## src/rtl/core/crx_pkg.sv

```systemverilog
// crx_pkg: shared constants and controller/datapath interface types for the
// checksummed frame receiver. No dependencies.
package crx_pkg;

  // Largest frame length; body store holds the data bytes after the command
  localparam int MAX_FRAME_LEN = 18;
  localparam int LEN_W         = 5;
  localparam int PAY_DEPTH     = MAX_FRAME_LEN - 1;
  localparam int PAY_AW        = $clog2(PAY_DEPTH);

  // Configuration register map
  localparam int CFG_IDX_W = 2;
  localparam logic [CFG_IDX_W-1:0] REG_HOST_START  = 2'd0;
  localparam logic [CFG_IDX_W-1:0] REG_SLAVE_START = 2'd1;
  localparam logic [CFG_IDX_W-1:0] REG_MAX_LENGTH  = 2'd2;

  // Register reset values
  localparam logic [7:0]       HOST_START_RST  = 8'h11;
  localparam logic [7:0]       SLAVE_START_RST = 8'h16;
  localparam logic [LEN_W-1:0] MAX_LENGTH_RST  = 5'd18;

  // Frame kinds
  localparam logic KIND_HOST  = 1'b0;
  localparam logic KIND_SLAVE = 1'b1;

  // Controller -> datapath commands
  typedef struct packed {
    logic sum_clear;   // highest priority
    logic sum_load;    // running sum takes the start byte
    logic sum_add;     // running sum adds the byte
    logic kind_load;
    logic kind;
    logic len_load;
    logic cmd_load;
    logic cnt_clear;
    logic data_store;
    logic rep_clear;
    logic rep_push;    // load output register, advance replay index
  } crx_cmd_t;

  // Datapath -> controller status
  typedef struct packed {
    logic is_host;
    logic is_slave;
    logic len_too_big;
    logic len_zero;
    logic len_one;
    logic data_done;
    logic sum_ok;
    logic slot_free;
    logic rep_last;
  } crx_stat_t;

endpackage

```

## src/rtl/core/crx_datapath.sv

```systemverilog
// crx_datapath: config registers, running checksum, frame length/count,
// command and body store, replay index and output register. Uses crx_pkg.
module crx_datapath import crx_pkg::*; (
  input  logic                 clk,
  input  logic                 rst,
  input  logic                 cfg_we,
  input  logic [CFG_IDX_W-1:0] cfg_index,
  input  logic [7:0]           cfg_data,
  input  logic [7:0]           rx_byte,
  input  crx_cmd_t             cmd,
  output crx_stat_t            stat,
  output logic                 out_valid,
  input  logic                 out_ready,
  output logic                 frame_kind,
  output logic [7:0]           out_byte,
  output logic [LEN_W-1:0]     byte_index,
  output logic                 last
);

  logic [7:0]       host_start_code;
  logic [7:0]       slave_start_code;
  logic [LEN_W-1:0] max_length;

  logic             kind_seen;
  logic [LEN_W-1:0] declared_length;
  logic [7:0]       running_sum;
  logic [LEN_W-1:0] data_count;
  logic [7:0]       command_held;
  logic [7:0]       payload_store [PAY_DEPTH];
  logic [LEN_W-1:0] rep_idx;

  logic [7:0]       sum_in;
  logic [LEN_W-1:0] limit;
  logic [LEN_W-1:0] rd_idx;
  logic [7:0]       rd_byte;

  // Configuration writes; unknown index ignored
  always_ff @(posedge clk) begin
    if (rst) begin
      host_start_code  <= HOST_START_RST;
      slave_start_code <= SLAVE_START_RST;
      max_length       <= MAX_LENGTH_RST;
    end else if (cfg_we) begin
      case (cfg_index)
        REG_HOST_START:  host_start_code  <= cfg_data;
        REG_SLAVE_START: slave_start_code <= cfg_data;
        REG_MAX_LENGTH:  max_length       <= cfg_data[LEN_W-1:0];
        default: ;
      endcase
    end
  end

  // Status toward the controller
  assign sum_in = running_sum + rx_byte;
  assign limit  = (max_length > LEN_W'(MAX_FRAME_LEN)) ? LEN_W'(MAX_FRAME_LEN) : max_length;

  always_comb begin
    stat.is_host     = (rx_byte == host_start_code);
    stat.is_slave    = (rx_byte == slave_start_code);
    stat.len_too_big = (rx_byte > {{(8-LEN_W){1'b0}}, limit});
    stat.len_zero    = (declared_length == '0);
    stat.len_one     = (declared_length == LEN_W'(1));
    stat.data_done   = (({1'b0, data_count} + (LEN_W+1)'(2)) >= {1'b0, declared_length});
    stat.sum_ok      = (sum_in == 8'h00);
    stat.slot_free   = !out_valid || out_ready;
    stat.rep_last    = (rep_idx == (declared_length - LEN_W'(1)));
  end

  // Frame header and checksum state
  always_ff @(posedge clk) begin
    if (rst) begin
      kind_seen       <= KIND_HOST;
      declared_length <= '0;
      running_sum     <= '0;
      data_count      <= '0;
    end else begin
      if (cmd.sum_clear)    running_sum <= '0;
      else if (cmd.sum_load) running_sum <= rx_byte;
      else if (cmd.sum_add)  running_sum <= sum_in;
      if (cmd.kind_load) kind_seen <= cmd.kind;
      if (cmd.len_load)  declared_length <= rx_byte[LEN_W-1:0];
      if (cmd.cnt_clear)       data_count <= '0;
      else if (cmd.data_store) data_count <= data_count + LEN_W'(1);
    end
  end

  // Command byte and body store
  always_ff @(posedge clk) begin
    if (cmd.cmd_load) command_held <= rx_byte;
    if (cmd.data_store && (data_count < LEN_W'(PAY_DEPTH)))
      payload_store[data_count[PAY_AW-1:0]] <= rx_byte;
  end

  // Replay read: index 0 is the command byte
  assign rd_idx  = rep_idx - LEN_W'(1);
  assign rd_byte = (rep_idx == '0) ? command_held : payload_store[rd_idx[PAY_AW-1:0]];

  // Replay index
  always_ff @(posedge clk) begin
    if (rst) begin
      rep_idx <= '0;
    end else if (cmd.rep_clear) begin
      rep_idx <= '0;
    end else if (cmd.rep_push) begin
      rep_idx <= rep_idx + LEN_W'(1);
    end
  end

  // Output register
  always_ff @(posedge clk) begin
    if (rst) begin
      out_valid <= 1'b0;
    end else if (cmd.rep_push) begin
      out_valid <= 1'b1;
    end else if (out_ready) begin
      out_valid <= 1'b0;
    end
  end

  always_ff @(posedge clk) begin
    if (cmd.rep_push) begin
      frame_kind <= kind_seen;
      out_byte   <= rd_byte;
      byte_index <= rep_idx;
      last       <= stat.rep_last;
    end
  end

endmodule

```

## src/rtl/core/crx_ctrl.sv

```systemverilog
// crx_ctrl: frame parse and replay state machine; drives datapath commands
// from datapath status. Uses crx_pkg.
module crx_ctrl import crx_pkg::*; (
  input  logic      clk,
  input  logic      rst,
  input  logic      in_valid,
  output logic      in_ready,
  input  crx_stat_t stat,
  output crx_cmd_t  cmd
);

  typedef enum logic [2:0] {
    ST_START,
    ST_LEN,
    ST_CMD,
    ST_DATA,
    ST_CS,
    ST_REPLAY
  } state_t;

  state_t state;
  state_t state_next;
  logic   take;

  assign in_ready = (state != ST_REPLAY);
  assign take     = in_valid && in_ready;

  // Next state and commands
  always_comb begin
    state_next = state;
    cmd        = '0;
    case (state)
      ST_START: if (take) begin
        if (stat.is_host || stat.is_slave) begin
          cmd.kind_load = 1'b1;
          cmd.kind      = stat.is_host ? KIND_HOST : KIND_SLAVE;
          cmd.sum_load  = 1'b1;
          state_next    = ST_LEN;
        end else begin
          cmd.sum_clear = 1'b1;
        end
      end
      ST_LEN: if (take) begin
        if (stat.len_too_big) begin
          cmd.sum_clear = 1'b1;
          state_next    = ST_START;
        end else begin
          cmd.len_load = 1'b1;
          cmd.sum_add  = 1'b1;
          state_next   = ST_CMD;
        end
      end
      ST_CMD: if (take) begin
        cmd.cmd_load  = 1'b1;
        cmd.sum_add   = 1'b1;
        cmd.cnt_clear = 1'b1;
        if (stat.len_zero) begin
          cmd.sum_clear = 1'b1;
          state_next    = ST_START;
        end else if (stat.len_one) begin
          state_next = ST_CS;
        end else begin
          state_next = ST_DATA;
        end
      end
      ST_DATA: if (take) begin
        cmd.data_store = 1'b1;
        cmd.sum_add    = 1'b1;
        if (stat.data_done) state_next = ST_CS;
      end
      ST_CS: if (take) begin
        cmd.sum_clear = 1'b1;
        if (stat.sum_ok) begin
          cmd.rep_clear = 1'b1;
          state_next    = ST_REPLAY;
        end else begin
          state_next = ST_START;
        end
      end
      ST_REPLAY: if (stat.slot_free) begin
        cmd.rep_push = 1'b1;
        if (stat.rep_last) state_next = ST_START;
      end
      default: state_next = ST_START;
    endcase
  end

  // State register
  always_ff @(posedge clk) begin
    if (rst) begin
      state <= ST_START;
    end else begin
      state <= state_next;
    end
  end

endmodule

```

## src/rtl/core/checksummed_frame_receiver.sv

```systemverilog
// checksummed_frame_receiver: top level; joins crx_ctrl and crx_datapath.
// Uses crx_pkg.
//
//  channel | signals                                   | transfer when
//  --------+-------------------------------------------+------------------------
//  in      | in_valid, in_ready, rx_byte               | in_valid && in_ready
//  out     | out_valid, out_ready, frame_kind,         | out_valid && out_ready
//          | out_byte, byte_index, last                |
//  cfg     | cfg_we, cfg_index, cfg_data               | cfg_we
//
// After the checksum byte of a good frame of length L, in_ready stays low while
// the L body bytes replay, one byte per cycle unless the output stalls, from the
// held command byte and the body store. Reset is synchronous; no clearing pass
// is needed. A result waiting in the output register does not hold off the next
// input byte.
module checksummed_frame_receiver import crx_pkg::*; (
  input  logic                 clk,
  input  logic                 rst,
  input  logic                 in_valid,
  output logic                 in_ready,
  input  logic [7:0]           rx_byte,
  output logic                 out_valid,
  input  logic                 out_ready,
  output logic                 frame_kind,
  output logic [7:0]           out_byte,
  output logic [LEN_W-1:0]     byte_index,
  output logic                 last,
  input  logic                 cfg_we,
  input  logic [CFG_IDX_W-1:0] cfg_index,
  input  logic [7:0]           cfg_data
);

  crx_cmd_t  cmd;
  crx_stat_t stat;

  crx_ctrl u_ctrl (
    .clk      (clk),
    .rst      (rst),
    .in_valid (in_valid),
    .in_ready (in_ready),
    .stat     (stat),
    .cmd      (cmd)
  );

  crx_datapath u_datapath (
    .clk        (clk),
    .rst        (rst),
    .cfg_we     (cfg_we),
    .cfg_index  (cfg_index),
    .cfg_data   (cfg_data),
    .rx_byte    (rx_byte),
    .cmd        (cmd),
    .stat       (stat),
    .out_valid  (out_valid),
    .out_ready  (out_ready),
    .frame_kind (frame_kind),
    .out_byte   (out_byte),
    .byte_index (byte_index),
    .last       (last)
  );

`ifndef ASSERT_OFF
  // Taking a non-final body byte is followed at once by the next one
  a_replay_steps: assert property (@(posedge clk) disable iff (rst)
    (out_valid && out_ready && !last) |=>
      (out_valid && byte_index == $past(byte_index) + LEN_W'(1)))
    else $error("replay did not advance to the next body byte");

  // Input is held off while a frame body is only partly replayed
  a_hold_input: assert property (@(posedge clk) disable iff (rst)
    (out_valid && !last) |-> !in_ready)
    else $error("input accepted during body replay");

  // A body always begins with the command byte
  a_body_start: assert property (@(posedge clk) disable iff (rst)
    $rose(out_valid) |-> (byte_index == '0))
    else $error("body replay did not start at the command byte");
`endif

endmodule

```

## config.mk

```make
export PLATFORM = sky130hd
export DESIGN_NAME = checksummed_frame_receiver
export DESIGN_NICKNAME = d
export VERILOG_FILES = /design/src/rtl/core/crx_pkg.sv /design/src/rtl/core/crx_datapath.sv /design/src/rtl/core/crx_ctrl.sv /design/src/rtl/core/checksummed_frame_receiver.sv
export SDC_FILE = /design/constraint.sdc
export NUM_CORES = 1
export LEC_CHECK = 0
export ABC_AREA = 1
export BUFFER_PORTS_ARGS = -buffer_cell sky130_fd_sc_hd__buf_2
export CAP_MARGIN = 30
export CORE_ASPECT_RATIO = 0.8
export CORE_MARGIN = 3
export CORE_UTILIZATION = 65
export DETAILED_ROUTE_END_ITERATION = 8
export PLACE_DENSITY = 0.86
export SYNTH_ARGS = -nofsm -noshare
export SYNTH_HDL_FRONTEND = slang
export SYNTH_SLANG_ARGS = --single-unit
```

## constraint.sdc

```tcl
create_clock -name clk -period 6.85 [get_ports clk]
set_input_delay 1.37 -clock clk [delete_from_list [all_inputs] [get_ports clk]]
set_output_delay 1.37 -clock clk [all_outputs]
set_load 0.01 [all_outputs]
```

==> reports/metrics.yaml <==
outcome: "complete, no violations"
setup_viol_count_final: 0
stdcell_count: 1207
synthCells: 973
synthesis.area_um2: 9620
cts_root_buffer: "clkbuf_16"
cp_max_fo: 69
fp.coreArea_um2: 14400
maxCapViolCount: 0
grt_antenna_before_repair: 0
path_class: "reg -> reg"
yosysTopAreaCell: "edfxtp_1"
grt_overflow: 0
worst_slack_ns: 3.41
wl_per_cell_um: 17.9
worst_setup_path_start_kind: "flip-flop"
grtUsageTotal: 0.265
layout_worst_path_cycle_share: 0.502
critPathRequiredTime_ns: 7.10
arrival_ns: 3.68
clockBufferDepth: 3
synth_top_area_frac: 0.496
grt_start_max_net_pins: 70
power.internal_w: 0.00221
end_kind: "flip-flop"
relSlewSlack: 0.341
p_comb_frac: 0.157
ios: 40
hold_viol: 0
dpl_worst_slack_ns: 3.09
dieArea_um2: 16300
pwr-share-clk: 0.375
drcViolationCount: 0
dr.first_iter.drc_count: 783
finalSetupTns_ns: 0
switching_power_w: 0.000822
cts_max_level: 1
dp_hpwl_um: 13300
ys_warn_count: 0
ys_ff_latch: 208
totalWireLength_um: 21700
rsz0062_at_grt: "false"
yosysMostFrequentCell: "nor2_1"
portBuffers: 39
vdd_ir_drop_max_v: 0.000188
initial_core_util: 0.668
synth-edff-count: 159
dr.pass1.iters: 5
dieHeight_um: 115
finalNetCount: 1059
std_cell_rows: 39
grt_pass1_wl_um: 34200
p_leak_nw: 4.14
fin_worst_skew_ns: 0.0191
routabilityCongestion: 0.909
synth.avg_cell_area_um2: 9.88
cts_resized: 0
num_antenna_cells: 0
cts_hold_buffers: 0
cts_setup_buffers: 0
path_clk_slew_ns: 0.06
min_period_ns: 3.44
synth.distinct_cells: 41
vias_per_cell: 5.94
synthTopCellsByCount: "175 x nor2_1, 164 x nand2_1, 159 x edfxtp_1, 100 x o21ai_0, 79 x inv_1"
switching_share: 0.271
grt_pass1_vias: 6749
die_w_um: 142
fillers: 972
vias: 7173
synth.area.top_cells: "edfxtp_1 50%, dfxtp_1 10%, nor2_1 6.8%"
hp-class: "reg -> reg"
placed_cells: 1169
ys.flop_type: "edfxtp_1"
yosysSeqAreaShare: 0.598
clock-sinks: 208
worstMarginPinSlew_ns: 0.986
fmax_mhz: 291
worst_skew_pair.late_latency_ns: 0.50
power_per_cell_area_nw_per_um2: 286
numCtsBuffers: 21
ant_nets: 0
cts_tree: "yes"
p_seq_frac: 0.468
async_flop_share: 0
drv_slew: 0
layout-drive-gt1-share: 0.0948
synth_fp_nets: 1024
synthToLayoutAreaGrowth_pct: 10.5
==> final timing paths <==
path | from | to | slack, ns | cells past startpoint
worst min-delay path | u_datapath.kind_seen | u_datapath.frame_kind | 0.48 | 0
worst max register to register | u_datapath.rep_idx[0] | u_datapath.out_byte[2] | 3.41 | 10
worst max-delay path | u_datapath.rep_idx[0] | u_datapath.out_byte[2] | 3.41 | 10
worst min register to register | u_datapath.kind_seen | u_datapath.frame_kind | 0.48 | 0
==> final cells by class <==
cell class                      count  area [um2]  share of cell area
Multi-Input combinational cell    653        3420               0.322
Sequential cell                   208        5760               0.542
Inverter                           81         304              0.0286
Clock buffer                       27         578              0.0544
Tap cell                          184         230              0.0217
Timing Repair Buffer               43         225              0.0212
Clock inverter                     11         113              0.0106
==> metrics by stage <==
step | hold WS [ns] | power, W | utilization | instance area (um2)
floorplan | 0.409 | 0.00178 | - | 9620
global placement | 0.461 | 0.00190 | 0.690 | 9940
detailed placement | 0.463 | 0.00191 | 0.690 | 9940
CTS | 0.471 | 0.00303 | 0.738 | 10600
global route | 0.491 | 0.00315 | 0.738 | 10600
finish | 0.475 | 0.00304 | 0.738 | 10600
==> worst max-delay path: stages, from the launching register on <==
cell	delay, ns
dfxtp_2	0.32
buf_4	0.54
clkinv_1	0.20
ha_1	0.70
inv_1	0.42
o21ai_0	0.22
o22ai_1	0.19
o211ai_1	0.23
nand2_1	0.09
nor2_1	0.15
o21ai_1	0.09
==> cell usage in the layout, fill, tap and decap left out, types with 3 or more instances in the layout <==
master,instances
o211ai_1,33
dfxtp_1,48
buf_2,39
nor3_1,7
nand4_1,12
ha_1,27
a21oi_1,19
clkbuf_16,21
o22ai_1,14
nand3_1,42
xor2_1,8
clkbuf_8,3
clkbuf_1,3
clkinv_2,4
nand2_1,164
inv_1,78
nand2_4,3
xnor2_1,18
buf_4,4
nand3b_1,5
nor2_1,175
o21ai_1,4
o21ai_0,100
clkinv_1,3
edfxtp_1,159
==> state kept, by name (all words and copies together) (netlist names), 8 cells and up <==
| name | cells |
|---|---|
| u_datapath.payload_store | 136 |
| u_datapath.running_sum | 8 |
| u_datapath.slave_start_code | 8 |
| u_datapath.out_byte | 8 |
| u_datapath.host_start_code | 8 |
| u_datapath.command_held | 8 |
==> power groups by stage <==
stage	clock network, W	logic (W)	registers (W)
after floorplan	0	0.000342	0.00144
after global placement	0	0.000449	0.00145
after detailed placement	0	0.000461	0.00145
after CTS	0.00115	0.000467	0.00142
after global routing	0.00120	0.000526	0.00143
final	0.00114	0.000475	0.00142
==> kinds of logic after synthesis <==
| group | after synthesis | synth area share |
|---|---|---|
| and+or+nand+nor | 424 | 0.190 |
| DFF | 208 | 0.598 |
| AOI/OAI and AO/OA | 173 | 0.101 |
| buffers and inverters | 112 | 0.0466 |
| xor gates and xnor gates | 28 | 0.0263 |
| adders and majority gates | 28 | 0.0372 |
==> layer usage <==
metal,vias up,global-route usage,part of all wire
met2,379,0.416,0.45
met3,54,0.0395,0.096
li1,3417,-,-
met5,-,0,0
met4,0,0.0927,0.028
met1,3323,0.383,0.42
Note: power is estimated with default switching activity, not from simulation.
